[config.mk]
export PLATFORM = sky130hd
export DESIGN_NAME = k_combination_enumerator
export DESIGN_NICKNAME = d
export VERILOG_FILES = /design/src/sv/kce_pkg.sv /design/src/sv/k_combination_enumerator.sv
export VERILOG_INCLUDE_DIRS = /design/src /design/src/sv
export SDC_FILE = /design/constraint.sdc
export NUM_CORES = 1
export LEC_CHECK = 0
export BUFFER_PORTS_ARGS = -buffer_cell sky130_fd_sc_hd__buf_2
export CAP_MARGIN = 15
export CORE_ASPECT_RATIO = 1.25
export CORE_MARGIN = 2
export CORE_UTILIZATION = 45
export DETAILED_ROUTE_END_ITERATION = 10
export GPL_ROUTABILITY_DRIVEN = 1
export MAX_ROUTING_LAYER = met4
export REMOVE_ABC_BUFFERS = 1
export SLEW_MARGIN = 20
export SYNTH_ARGS = -nofsm -noshare
export SYNTH_HDL_FRONTEND = slang
export SYNTH_SLANG_ARGS = --single-unit
export TNS_END_PERCENT = 5
[constraint.sdc]
create_clock -name clk -period 9.31 [get_ports clk]
set_clock_uncertainty 0.1 [all_clocks]
set_input_delay 1.3965 -clock clk [delete_from_list [all_inputs] [get_ports clk]]
set_output_delay 1.3965 -clock clk [all_outputs]
set_load 0.05 [all_outputs]
[src/sv/k_combination_enumerator_macros.svh]
// Assertion macros for the k-combination enumerator.
`ifndef K_COMBINATION_ENUMERATOR_MACROS_SVH
`define K_COMBINATION_ENUMERATOR_MACROS_SVH

`ifndef SYNTHESIS

`define KCE_ASSERT_IMP(label, clk, rst, ante, cons) \
  label: assert property (@(posedge clk) disable iff (rst) (ante) |-> (cons)) \
    else $error("kce assertion failed (same cycle)");

`define KCE_ASSERT_NXT(label, clk, rst, ante, cons) \
  label: assert property (@(posedge clk) disable iff (rst) (ante) |=> (cons)) \
    else $error("kce assertion failed (next cycle)");

`else

`define KCE_ASSERT_IMP(label, clk, rst, ante, cons)
`define KCE_ASSERT_NXT(label, clk, rst, ante, cons)

`endif

`endif

[src/sv/kce_pkg.sv]
// Constants and types shared by the k-combination enumerator.
package kce_pkg;

  localparam int MAX_SUBSET_DEF = 8;
  localparam int INDEX_BITS_DEF = 6;

  localparam int SET_SIZE_W    = 7;
  localparam int SUBSET_SIZE_W = 4;
  localparam int ELEM_W        = 6;
  localparam int NUM_ELEMS     = 8;
  localparam int CFG_IDX_W     = 1;

  localparam logic [SET_SIZE_W-1:0]    SET_SIZE_RST    = 7'd4;
  localparam logic [SUBSET_SIZE_W-1:0] SUBSET_SIZE_RST = 4'd2;

  typedef logic [CFG_IDX_W-1:0] cfg_idx_t;

  localparam cfg_idx_t CFG_SET_SIZE    = 1'b0;
  localparam cfg_idx_t CFG_SUBSET_SIZE = 1'b1;

  typedef logic [ELEM_W-1:0] elem_t;

endpackage

[src/sv/k_combination_enumerator.sv]
// Lexicographic k-combination enumerator: top level.
//
// Usage:
//   Configuration: cfg_we/cfg_index/cfg_data write set_size (index 0) and
//   subset_size (index 1); write only while no request is outstanding.
//   Request channel: cmd_valid/cmd_stall with payload restart. restart=1
//   emits {0..k-1}; restart=0 emits the next combination in order.
//   Result channel: res_valid/res_stall with element_0..element_7,
//   last_combination and exhausted. Positions at or above k read zero;
//   exhausted results carry all-zero elements.
//   Result: registered, valid in the cycle after its request is accepted.
//   Throughput: one request per cycle while cmd_stall is low; the search for
//   the rightmost incrementable position and the refill sit in a single
//   combinational stage between the state registers and the result register.
//   cmd_stall is high only while a held result is stalled by the receiver;
//   the result and the enumeration state then hold.
//   Reset: set_size=4, subset_size=2, stored indexes ascending, not
//   started, so the first advance behaves like a restart.
`include "k_combination_enumerator_macros.svh"

module k_combination_enumerator #(
  parameter int MAX_SUBSET = kce_pkg::MAX_SUBSET_DEF,
  parameter int INDEX_BITS = kce_pkg::INDEX_BITS_DEF
) (
  input  logic                              clk,
  input  logic                              rst,
  input  logic                              cfg_we,
  input  kce_pkg::cfg_idx_t                 cfg_index,
  input  logic [kce_pkg::SET_SIZE_W-1:0]    cfg_data,
  input  logic                              cmd_valid,
  output logic                              cmd_stall,
  input  logic                              restart,
  output logic                              res_valid,
  input  logic                              res_stall,
  output kce_pkg::elem_t                    element_0,
  output kce_pkg::elem_t                    element_1,
  output kce_pkg::elem_t                    element_2,
  output kce_pkg::elem_t                    element_3,
  output kce_pkg::elem_t                    element_4,
  output kce_pkg::elem_t                    element_5,
  output kce_pkg::elem_t                    element_6,
  output kce_pkg::elem_t                    element_7,
  output logic                              last_combination,
  output logic                              exhausted
);

  // Width for n, k and the per-position limits n-k+i.
  localparam int NW = ((INDEX_BITS + 1) > kce_pkg::SET_SIZE_W) ?
                      (INDEX_BITS + 2) : (kce_pkg::SET_SIZE_W + 1);
  localparam int PW = (MAX_SUBSET > 1) ? $clog2(MAX_SUBSET) : 1;
  localparam int XE = (MAX_SUBSET > kce_pkg::NUM_ELEMS) ? MAX_SUBSET : kce_pkg::NUM_ELEMS;

  typedef logic [INDEX_BITS-1:0] idx_t;
  typedef logic [NW-1:0]         num_t;

  logic [kce_pkg::SET_SIZE_W-1:0]    set_size;
  logic [kce_pkg::SUBSET_SIZE_W-1:0] subset_size;

  idx_t cur [MAX_SUBSET];
  idx_t cur_next [MAX_SUBSET];
  logic started, started_next;
  logic finished, finished_next;

  kce_pkg::elem_t elem [kce_pkg::NUM_ELEMS];
  kce_pkg::elem_t elem_next [kce_pkg::NUM_ELEMS];
  logic last_next, exh_next;

  logic accept;
  num_t n_eff, k_eff;
  num_t lim [MAX_SUBSET];
  logic k_ok, found, is_last;
  logic [PW-1:0] pos;
  idx_t base;
  idx_t adv [MAX_SUBSET];
  idx_t cur_x [XE];

  assign cmd_stall = res_valid & res_stall;
  assign accept    = cmd_valid & ~cmd_stall;

  // Clamp n to the index range; check k against n and the lane count.
  always_comb begin
    k_eff = NW'(subset_size);
    if (NW'(set_size) > NW'(1 << INDEX_BITS)) begin
      n_eff = NW'(1 << INDEX_BITS);
    end else begin
      n_eff = NW'(set_size);
    end
    k_ok = (k_eff <= NW'(MAX_SUBSET)) && (k_eff <= n_eff);
    for (int i = 0; i < MAX_SUBSET; i++) begin
      lim[i] = n_eff - k_eff + NW'(i);
    end
  end

  // Rightmost position below its limit; the last hit in ascending order wins.
  always_comb begin
    found = 1'b0;
    pos   = '0;
    base  = '0;
    for (int i = 0; i < MAX_SUBSET; i++) begin
      if ((NW'(i) < k_eff) && (NW'(cur[i]) < lim[i])) begin
        found = 1'b1;
        pos   = PW'(i);
        base  = cur[i];
      end
    end
    for (int i = 0; i < MAX_SUBSET; i++) begin
      if (found && (PW'(i) >= pos) && (NW'(i) < k_eff)) begin
        adv[i] = INDEX_BITS'(int'(base) + 1 + i - int'(pos));
      end else begin
        adv[i] = cur[i];
      end
    end
  end

  always_comb begin
    started_next  = started;
    finished_next = finished;
    exh_next      = 1'b0;
    for (int i = 0; i < MAX_SUBSET; i++) begin
      cur_next[i] = cur[i];
    end
    priority if (!k_ok) begin
      started_next  = 1'b1;
      finished_next = 1'b1;
      exh_next      = 1'b1;
    end else if (restart || !started) begin
      started_next = 1'b1;
      for (int i = 0; i < MAX_SUBSET; i++) begin
        if (NW'(i) < k_eff) begin
          cur_next[i] = INDEX_BITS'(i);
        end
      end
    end else if (finished) begin
      exh_next = 1'b1;
    end else if (!found) begin
      finished_next = 1'b1;
      exh_next      = 1'b1;
    end else begin
      for (int i = 0; i < MAX_SUBSET; i++) begin
        cur_next[i] = adv[i];
      end
    end

    is_last = 1'b1;
    for (int i = 0; i < MAX_SUBSET; i++) begin
      if ((NW'(i) < k_eff) && (NW'(cur_next[i]) < lim[i])) begin
        is_last = 1'b0;
      end
    end
    if (!exh_next) begin
      finished_next = is_last;
    end
    last_next = is_last & ~exh_next;

    for (int i = 0; i < XE; i++) begin
      cur_x[i] = '0;
    end
    for (int i = 0; i < MAX_SUBSET; i++) begin
      cur_x[i] = cur_next[i];
    end
    for (int j = 0; j < kce_pkg::NUM_ELEMS; j++) begin
      if (!exh_next && (j < MAX_SUBSET) && (NW'(j) < k_eff)) begin
        elem_next[j] = kce_pkg::ELEM_W'(cur_x[j]);
      end else begin
        elem_next[j] = '0;
      end
    end
  end

  always_ff @(posedge clk) begin
    if (rst) begin
      set_size    <= kce_pkg::SET_SIZE_RST;
      subset_size <= kce_pkg::SUBSET_SIZE_RST;
    end else if (cfg_we) begin
      unique case (cfg_index)
        kce_pkg::CFG_SET_SIZE:    set_size    <= cfg_data;
        kce_pkg::CFG_SUBSET_SIZE: subset_size <= kce_pkg::SUBSET_SIZE_W'(cfg_data);
        default: ;
      endcase
    end
  end

  always_ff @(posedge clk) begin
    if (rst) begin
      for (int i = 0; i < MAX_SUBSET; i++) begin
        cur[i] <= INDEX_BITS'(i);
      end
      started   <= 1'b0;
      finished  <= 1'b0;
      res_valid <= 1'b0;
    end else begin
      if (accept) begin
        for (int i = 0; i < MAX_SUBSET; i++) begin
          cur[i] <= cur_next[i];
        end
        started  <= started_next;
        finished <= finished_next;
      end
      if (accept) begin
        res_valid <= 1'b1;
      end else if (!res_stall) begin
        res_valid <= 1'b0;
      end
    end
  end

  // Result payload; no reset needed.
  always_ff @(posedge clk) begin
    if (accept) begin
      for (int j = 0; j < kce_pkg::NUM_ELEMS; j++) begin
        elem[j] <= elem_next[j];
      end
      last_combination <= last_next;
      exhausted        <= exh_next;
    end
  end

  assign element_0 = elem[0];
  assign element_1 = elem[1];
  assign element_2 = elem[2];
  assign element_3 = elem[3];
  assign element_4 = elem[4];
  assign element_5 = elem[5];
  assign element_6 = elem[6];
  assign element_7 = elem[7];

  `KCE_ASSERT_NXT(a_accept_started, clk, rst, accept, started && res_valid)
  `KCE_ASSERT_IMP(a_exh_clean, clk, rst, res_valid && exhausted,
                  !last_combination && (element_0 == '0) && (element_1 == '0))
  `KCE_ASSERT_IMP(a_last_finished, clk, rst, res_valid && last_combination, finished)
  `KCE_ASSERT_NXT(a_after_end, clk, rst,
                  accept && started && finished && !restart, exhausted && finished)
  `KCE_ASSERT_NXT(a_exh_sets_done, clk, rst, accept && exh_next, finished)

endmodule
# [Word-level counts from Yosys, hierarchy flattened]
# Memories as Yosys holds them, arrays and structs flattened.
# Index checks and enable logic that the tools add are counted.
[word_totals] reg_bits=16 ram_bits=96 inputBits=14 out_inout_bits=52 wordCells=218 memories=2
[op_classes] add_sub_neg=24 n_lt_le_gt_ge=35 n_eq_ne=3 n_mux=85 bitwise=14 reduce_logical=48
[memory_table] memory="cur" depth=8 word_bits=6 rd=8 rd_ports_with_merged_regs=0 write_ports=8 line_no="k_combination_enumerator.sv:59" source="idx_t cur [MAX_SUBSET];"
[memory_table] memory="elem" depth=8 word_bits=6 rd=8 rd_ports_with_merged_regs=0 write_ports=8 line_no="k_combination_enumerator.sv:64" source="kce_pkg::elem_t elem [kce_pkg::NUM_ELEMS];"
[ops] op="$mux W6" n=40
[ops] op="$mux W48" n=4
[ops] op="$lt A6 B8 Y1" n=16
[ops] op="$sub A6 B4 Y6" n=7
[ops] op="$logic_and A1 B1 Y1" n=41
[ops] op="$mux W1" n=34
[ops] op="$add A8 B3 Y8 const B" n=4
[ops] op="$add A6 B3 Y6 const B" n=4
[ops] op="$add A8 B2 Y8 const B" n=2
[ops] op="$lt A3 B4 Y1 const A" n=4
[ops] op="$add A6 B1 Y6 const B" n=2
[ops] op="$add A6 B2 Y6 const B" n=2
[ops] op="$ge A3 B3 Y1 const A" n=4
[ops] op="$mux W3" n=4
[ops] op="$add A8 B1 Y8 const B" n=1
[ops] op="$le A4 B8 Y1" n=1
[ops] op="$lt A1 B4 Y1 const A" n=2
[ops] op="$lt A2 B4 Y1 const A" n=2
[ops] op="$or A1 B1 Y1" n=8
[ops] op="$reduce_and A2 Y1" n=4
[ops] op="$sub A8 B4 Y8" n=1
[ops] op="$gt A7 B7 Y1 const B" n=1
[ops] op="$mux W7" n=1
[ops] op="$ge A1 B3 Y1 const A" n=2
[ops] op="10 further kinds" n=18

# [Longest topological paths before layout]
# Gate-level depths: netlist of run 1.
[depth] depth_word=32 ltp_mapped=49 ltp_nobuf=46

# [Least setup slack after synthesis of run 1]
# OpenSTA, ideal clock, no wires.
[synth_timing] path_type="reg-to-reg" start="register set_size[6] (netlist name)" end="register finished" setup_time_ns=0.058 t_arrival_ns=9.668 required_time_ns=9.152 setup_slack_ns=-0.516 path_stages_with_launch=44 path_buffers=3 period_less_slack_ns=9.826 cell_sequence="dfxtp_1 clkbuf_1 clkbuf_1 nand2b_1 ha_1 fa_1 xnor2_1 ha_1 clkbuf_1 nor2b_1 xnor2_1 ha_1 o211ai_1 o21a_1 a2111oi_2 a211oi_2 nor2_1 o211ai_1 [... 8 more ...] a21oi_1 xnor2_1 xnor2_1 o31a_1 inv_1 ha_1 a2111oi_0 a221oi_1 nand3_1 a221o_1 nor4_1 nand2_1 or4b_1 a211oi_1 nand4_1 a211oi_1 o311a_1 o21a_1"
[synth_rtl] element="from (decl)" line_no="k_combination_enumerator.sv:56" source="logic [kce_pkg::SET_SIZE_W-1:0] set_size;"
[synth_rtl] element="from (signal assigned)" line_no="k_combination_enumerator.sv:172" source="set_size <= kce_pkg::SET_SIZE_RST;"
[synth_rtl] element="from (signal assigned)" line_no="k_combination_enumerator.sv:176" source="kce_pkg::CFG_SET_SIZE: set_size <= cfg_data;"
[synth_rtl] element="to (signal assigned)" line_no="k_combination_enumerator.sv:197" source="finished <= finished_next;"
[synth_rtl] element="to (decl)" line_no="k_combination_enumerator.sv:62" source="logic finished, finished_next;"

==> summary.txt, run 1 <==
Detailed routing
  – Overall via count from detail_route: 10500
  – Drt first-iter violations: 765
  – # DRC: 0
  – Routed Wire Length: 41900 um
  – WL per Instance: 24.0 um
  – Vias per cell: 6.00
  – Number of detailed-routing iterations run before antenna repair: 6
  – Routed Antenna Nets: 0

Clocking
  – Clock tree from TritonCTS: built
  – CTS HTree Levels: 3
  – Clock latency on the worst-skew pair: 0.38 ns
  – Clock-pin slew of the registers on the worst-case setup and hold paths: 0.09 ns
  – Clk sink count: 112
  – Number of clock buffers inserted by TritonCTS: 9
  – Longest Clk Path Bufs: 2
  – Hold-fix buffer count after cts: 0
  – Root buf cell: sky130_fd_sc_hd__clkbuf_16

Die
  – Starting density of the core: 45.8%
  – Standard cell core area: 22300 um^2
  – Row count: 61
  – Height of the die: 172 um
  – Num ports: 66
  – Die extent in x: 139 um
  – Overall die area: 23900 um^2

Yosys
  – Count of flip-flops with a built-in enable after synthesis: 98
  – Distinct cells, synth: 93
  – Primary flip-flop cell chosen by synthesis mapping: sky130_fd_sc_hd__edfxtp_1
  – Post-synth ARST share: 0%
  – Average size of a mapped cell: 8.78 um^2
  – Synthesized flop and latch total: 112
  – Syn Std Cell Area: 10200 um^2
  – Number of instances in the synthesized netlist: 1163
  – Count of synthesis-stage warnings from yosys: 0
  – Sequential share of the synthesized area: 31.6%

Finish
  – Fraction of layout instances using a drive strength above 1: 30.3%
  – Most frequent standard cell in the layout excluding fill and tap cells: sky130_fd_sc_hd__buf_4
  – Antenna diodes: 0
  – Commonest cells after routing, fill and taps aside: sky130_fd_sc_hd__buf_4 (249), sky130_fd_sc_hd__nor2_1 (128), sky130_fd_sc_hd__nand2_1 (112)
  – Signed area change from the synthesized netlist to the final layout: 30.4%
  – End-of-flow core utilization: 59.8%
  – Final instance count without filler cells: 1743
  – Total Nets Final: 1591

Timing
  – Unrepaired setup endpoints after global routing: true
  – Final worst path period need: 9.15 ns
  – Pins Over Slew Limit: 0
  – Final setup violation count: 0
  – Worst slew pin tran: 1.14 ns
  – Final-layout worst hold slack: 0.359 ns
  – Maximum clock rate: 109 MHz
  – Count of endpoints failing hold in the final timing report: 0
  – Period Utilization, post-route: 98.2%
  – Slew HR: 23.4%

Global routing
  – GRT Total Usage: 35.6%
  – Initial antenna violation count: 0
  – Pin count of the biggest net entering global routing: 57
  – Wire length of the first global-routing pass: 62000 um
  – Number of global-route vias before repair: 10200
  – Grt ovf: 0

Pwr
  – Design Power: 4.02 mW
  – Leakage power of the design: 5.92 nW
  – Power density relative to cell area: 302 nW/um^2
  – Maximum ir drop on the vdd rail: 0.000435 V

Status
  – Status: completed

Critical path
  – Endpoint class of the critical path: register
  – Kind of critical path: register to register
  – Arrival time worst endpoint: 9.37 ns
  – Slowest stage delay, CP: 0.48 ns
  – Required time at the worst-slack endpoint: 9.54 ns
  – CP max FO: 5
  – R2R setup slack: 0.16 ns
  – Cell repeated most along the worst path: sky130_fd_sc_hd__buf_4
  – Nature of the critical path startpoint: register
  – CP max stage cell: sky130_fd_sc_hd__or4b_4

Placement
  – Number of placed instances, taps included: 1715
  – Weighted congestion at the end of routability-driven global placement: 1.04
  – Hpwl dp: 33700 um
  – # port buffers: 65

Flow run
  – Max Cap Viol: 0

Hold path
  – Min-delay worst type: register to register
-- cell families (layout without fill, tap and decap cells) --
kind of cell             Yosys count  count (layout)  share of synthesized area, %
XOR/XNOR                          60              60                          5.61
multiplexers                       1               1                        0.0980
adder cells (fa/ha/maj)          123             123                          15.8
AND/OR/NAND/NOR                  407             407                          18.6
flip-flops                       112             112                          31.6
buffers and inverters            123             420                          4.75
AO/OA/AOI/OAI                    337             337                          23.6
-- final timing paths --
| path | depth (start not counted) | startpoint | to |
|---|---|---|---|
| max reg2reg | 46 | set_size[6] | finished |
| min reg2reg | 2 | set_size[3] | set_size[3] |
| max | 46 | set_size[6] | finished |
| min | 2 | set_size[3] | set_size[3] |
-- synth_stat cells (11+ instances only) --
cell type                   instances  area share [%]
sky130_fd_sc_hd__nand3_1           27             1.3
sky130_fd_sc_hd__xor2_1            11            0.94
sky130_fd_sc_hd__a21o_1            23             1.7
sky130_fd_sc_hd__inv_1             79             2.9
sky130_fd_sc_hd__edfxtp_1          98              29
sky130_fd_sc_hd__nor3_1            17            0.83
sky130_fd_sc_hd__a21oi_1           79             3.9
sky130_fd_sc_hd__a211oi_1          11            0.81
sky130_fd_sc_hd__clkbuf_1          35             1.3
sky130_fd_sc_hd__nor2b_1           23             1.4
sky130_fd_sc_hd__a2111oi_0         11            0.94
sky130_fd_sc_hd__nor2_1           137             5.0
sky130_fd_sc_hd__dfxtp_1           14             2.7
sky130_fd_sc_hd__nand2b_1          15            0.92
sky130_fd_sc_hd__a31oi_1           16            0.98
sky130_fd_sc_hd__o21ai_0           42             2.1
sky130_fd_sc_hd__ha_1             112              14
sky130_fd_sc_hd__o21a_1            17             1.2
sky130_fd_sc_hd__o211ai_1          16             1.2
sky130_fd_sc_hd__nand2_1          113             4.2
sky130_fd_sc_hd__xnor2_1           45             3.9
sky130_fd_sc_hd__a22oi_1           18             1.3
-- state kept, by name, summed over array words and instances, names as in the netlist --
| signal | count |
|---|---|
| finished | 1 |
| elem | 48 |
| set_size | 7 |
| res_valid | 1 |
| started | 1 |
| cur | 48 |
| subset_size | 4 |
| last_combination | 1 |
| exhausted | 1 |
-- per-stage QoR --
stage / cell area, um^2 / setup TNS [ns] / setup WS [ns]
floorplan: 10100 / -0.393 / -0.211
global placement: 12600 / -0.607 / -0.318
detailed placement: 12600 / -0.703 / -0.369
CTS: 13000 / 0 / 0.0208
global route: 13300 / -0.516 / -0.284
finish: 13300 / 0 / 0.164
-- critical path: cells and delay by family, from the launching register on --
kind,cells,cell delay [ns]
XOR/XNOR,5,0.75
flip-flops,1,0.37
adder cells (fa/ha/maj),8,2.35
AO/OA/AOI/OAI,13,2.21
buffers and inverters,10,1.29
AND/OR/NAND/NOR,10,2.03
-- report_power, final --
part / total [mW] / internal (mW) / leakage (nW) / switching (mW)
Clock: 0.385 / 0.186 / 0.135 / 0.199
Combinational: 3.02 / 1.34 / 4.68 / 1.68
Sequential: 0.614 / 0.585 / 1.10 / 0.0290
Total: 4.02 / 2.11 / 5.92 / 1.91
-- timing repair --
item | 4_1_cts | 5_1_grt
pin swaps | 12 | 27
endpoints found under the setup margin | 2 | 2
gates cloned | 0 | 1
setup buffers | 4 | 7
gates resized for setup | 28 | 58
-- final cells by class --
| type | instances | area (um^2) |
|---|---|---|
| fillers | 2066 | 8970 |
| multi-input cells | 928 | 6880 |
| flip-flops and latches | 112 | 3230 |
| repair buffers | 319 | 2240 |
| well taps | 283 | 354 |
| inverters | 85 | 330 |
| clock buffers | 10 | 229 |
| clock inverters | 6 | 50.0 |
-- layer usage --
layer	up-vias	wire length (um)	global-route usage, %
met5	-	0	-
met3	118	2460	4.10
met1	5078	17700	44.3
met4	0	2120	16.6
met2	419	19700	58.6
li1	4848	-	-
No activity file was read; power rests on OpenSTA's default activity.
==> run 2: changes to the inputs <==
--- a/config.mk
+++ b/config.mk
@@ -6,7 +6,7 @@
 export SDC_FILE = /design/constraint.sdc
 export NUM_CORES = 1
 export LEC_CHECK = 0
-export BUFFER_PORTS_ARGS = -buffer_cell sky130_fd_sc_hd__buf_2
+export BUFFER_PORTS_ARGS = -buffer_cell sky130_fd_sc_hd__buf_4
 export CAP_MARGIN = 15
 export CORE_ASPECT_RATIO = 1.25
 export CORE_MARGIN = 2
@@ -14,6 +14,7 @@
 export DETAILED_ROUTE_END_ITERATION = 10
 export GPL_ROUTABILITY_DRIVEN = 1
 export MAX_ROUTING_LAYER = met4
+export RECOVER_POWER = 100
 export REMOVE_ABC_BUFFERS = 1
 export SLEW_MARGIN = 20
 export SYNTH_ARGS = -nofsm -noshare
==> summary.txt, run 2 (synthesized netlist as in run 1, its figures left out) <==
Status
  – Status: finished with violations
  – Violations in the final reports: capacitance limit, slew limit

Hold path
  – Min-delay worst type: register to register
  – Cell count of the worst hold path: 2 (unchanged)
  – Start point of the worst min-delay path: set_size[1]
  – End of the worst hold path: set_size[1]

Global routing
  – GRT Total Usage: 36.1% (+0.51 points)
  – Initial antenna violation count: 0 (unchanged)
  – Grt ovf: 0 (unchanged)
  – Wire length of the first global-routing pass: 62600 um (+1.0%)
  – Pin count of the biggest net entering global routing: 57 (unchanged)
  – Number of global-route vias before repair: 10000 (-1.1%)

Finish
  – Signed area change from the synthesized netlist to the final layout: 36.2%
  – Commonest cells after routing, fill and taps aside: sky130_fd_sc_hd__buf_4 (252), sky130_fd_sc_hd__nor2_1 (128), sky130_fd_sc_hd__nand2_1 (109)
  – Antenna diodes: 0 (unchanged)
  – End-of-flow core utilization: 62.4% (+2.7 points)
  – Final instance count without filler cells: 1745 (+0.11%)
  – Total Nets Final: 1593 (+0.13%)
  – Fraction of layout instances using a drive strength above 1: 30.9% (+0.57 points)
  – FILL cells: 2027 (-1.9%)
  – Largest regs: cur: 48 flops, elem: 48 flops, set_size: 7 flops
  – Most frequent standard cell in the layout excluding fill and tap cells: sky130_fd_sc_hd__buf_4

Critical path
  – R2R depth: 44 (-4.3%)
  – R2R setup slack: 0.18 ns (about the same)
  – Kind of critical path: register to register
  – Required time at the worst-slack endpoint: 9.54 ns (about the same)
  – CP max stage cell: sky130_fd_sc_hd__or4_4
  – CP max FO: 5 (unchanged)
  – Slowest stage delay, CP: 0.54 ns (+0.06 ns)
  – Endpoint class of the critical path: register
  – Arrival time worst endpoint: 9.36 ns (about the same)
  – Cell repeated most along the worst path: sky130_fd_sc_hd__xnor2_2
  – Critical R2R Capture: finished
  – Nature of the critical path startpoint: register
  – Beginning of the worst register-to-register path: set_size[6]

Clocking
  – Longest Clk Path Bufs: 2 (unchanged)
  – Clk sink count: 112 (unchanged)
  – Clock-pin slew of the registers on the worst-case setup and hold paths: 0.08 ns (about the same)
  – CTS HTree Levels: 3 (unchanged)
  – Number of clock buffers inserted by TritonCTS: 9 (unchanged)
  – Root buf cell: sky130_fd_sc_hd__clkbuf_16
  – Hold-fix buffer count after cts: 0 (unchanged)
  – Clock latency on the worst-skew pair: 0.38 ns (about the same)
  – Clock tree from TritonCTS: built

Pwr
  – Leakage power of the design: 5.92 nW (about the same)
  – Sequential cell fraction of total power: 14.2% (-1.1 points)
  – Power density relative to cell area: 312 nW/um^2 (+3.3%)
  – Net Switching: 2.06 mW (+8.0%)
  – Net Sw Frac: 47.5% (about the same)
  – Internal power: 2.28 mW (+7.9%)
  – Maximum ir drop on the vdd rail: 0.000404 V (-7.1%)
  – Combinational group share of total power: 76.1% (+1.0 points)
  – Clock network fraction of design power: 9.6% (about the same)

Die
  – Height of the die: 172 um (unchanged)
  – Row count: 61 (unchanged)
  – Num ports: 66 (unchanged)
  – Starting density of the core: 45.8% (unchanged)
  – Die extent in x: 139 um (unchanged)
  – Overall die area: 23900 um^2 (unchanged)
  – Standard cell core area: 22300 um^2 (unchanged)

Placement
  – # port buffers: 65 (unchanged)
  – Weighted congestion at the end of routability-driven global placement: 1.07 (+3.4%)
  – Hpwl dp: 34000 um (+0.95%)
  – Number of placed instances, taps included: 1704 (-0.64%)

Timing
  – Worst slew pin tran: 3.06 ns (+1.93 ns)
  – Final-layout worst hold slack: 0.366 ns (+0.00733 ns)
  – Final worst path period need: 9.13 ns (-0.0139 ns)
  – Period Utilization, post-route: 98.1% (-0.15 points)
  – Slew HR: -104% (-130 points)
  – Unrepaired setup endpoints after global routing: true
  – Count of endpoints failing hold in the final timing report: 0 (unchanged)
  – Pins Over Slew Limit: 49 (+49)
  – Maximum clock rate: 110 MHz (+0.15%)
  – Final setup violation count: 0 (unchanged)

Detailed routing
  – WL per Instance: 24.5 um (+2.0%)
  – Number of detailed-routing iterations run before antenna repair: 6 (unchanged)
  – Vias per cell: 6.05 (+0.78%)
  – Routed Antenna Nets: 0 (unchanged)
  – Routed Wire Length: 42800 um (+2.1%)
  – Overall via count from detail_route: 10600 (+0.90%)
  – Drt first-iter violations: 1039 (+36%)
  – # DRC: 0 (unchanged)

Flow run
  – Max Cap Viol: 1 (+1)
run 2: cell type report:
cell class	count	area [um^2]	share of cell area (%)
Clock buffer	10	229	1.65
Inverter	85	329	2.37
Sequential cell	112	3230	23.2
Multi-Input combinational cell	928	7420	53.4
Tap cell	283	354	2.54
Timing Repair Buffer	321	2270	16.3
Clock inverter	6	80.1	0.576
run 2: layer usage:
| layer | wire length [um] | up-vias | share of wire (%) | GRT usage [%] |
|---|---|---|---|---|
| met1 | 17200 | 5096 | 40 | 44.0 |
| met2 | 20200 | 466 | 47 | 59.5 |
| li1 | - | 4852 | - | - |
| met4 | 2510 | 0 | 5.9 | 18.3 |
| met5 | 0 | - | 0 | - |
| met3 | 2840 | 143 | 6.6 | 4.71 |
run 2: power groups by stage:
stage          sequential (mW)  combinational [mW]  clock (mW)
4_1_cts                  0.614                2.94       0.417
6_report                 0.617                3.30       0.418
5_1_grt                  0.619                3.49       0.437
3_3_place_gp             0.624                2.84           0
3_5_place_dp             0.625                2.85           0
2_1_floorplan            0.673                1.41           0
run 2: worst max path at each step:
stage	from	to	slack [ns]	depth (start not counted)
after floorplan	set_size[6]	finished	-0.21	41
after CTS	set_size[6]	finished	0.02	45
final	set_size[6]	finished	0.18	44
after global placement	set_size[6]	finished	-0.34	41
after global routing	set_size[6]	finished	-0.16	44
after detailed placement	set_size[6]	finished	-0.45	42
run 2: stage by stage:
| step | instance area [um^2] | TNS, ns | power, mW | worst slack, ns |
|---|---|---|---|---|
| after floorplan | 10100 | -0.393 | 2.08 | -0.211 |
| after global placement | 12600 | -0.655 | 3.46 | -0.343 |
| after detailed placement | 12600 | -0.869 | 3.48 | -0.452 |
| after CTS | 13100 | 0 | 3.97 | 0.0216 |
| after global routing | 13900 | -0.283 | 4.55 | -0.157 |
| final | 13900 | 0 | 4.34 | 0.178 |
run 2: worst max-delay path, delay by kind of cell, from the launching register on:
| family | cells | cell delay (ns) |
|---|---|---|
| xor+xnor | 4 | 0.57 |
| fa+ha+maj | 6 | 1.58 |
| compound gates | 19 | 3.65 |
| buf+inv | 6 | 0.72 |
| simple gates | 9 | 2.10 |
| flops | 1 | 0.38 |
run 2: timing repair:
| item | 4_1_cts | 5_1_grt |
|---|---|---|
| endpoints found under the hold margin | 0 | 0 |
| endpoints found under the setup margin | 2 | 2 |
| buffers inserted | 1 | 24 |
| pin swaps | 8 | 71 |
| gates resized for setup | 30 | 160 |
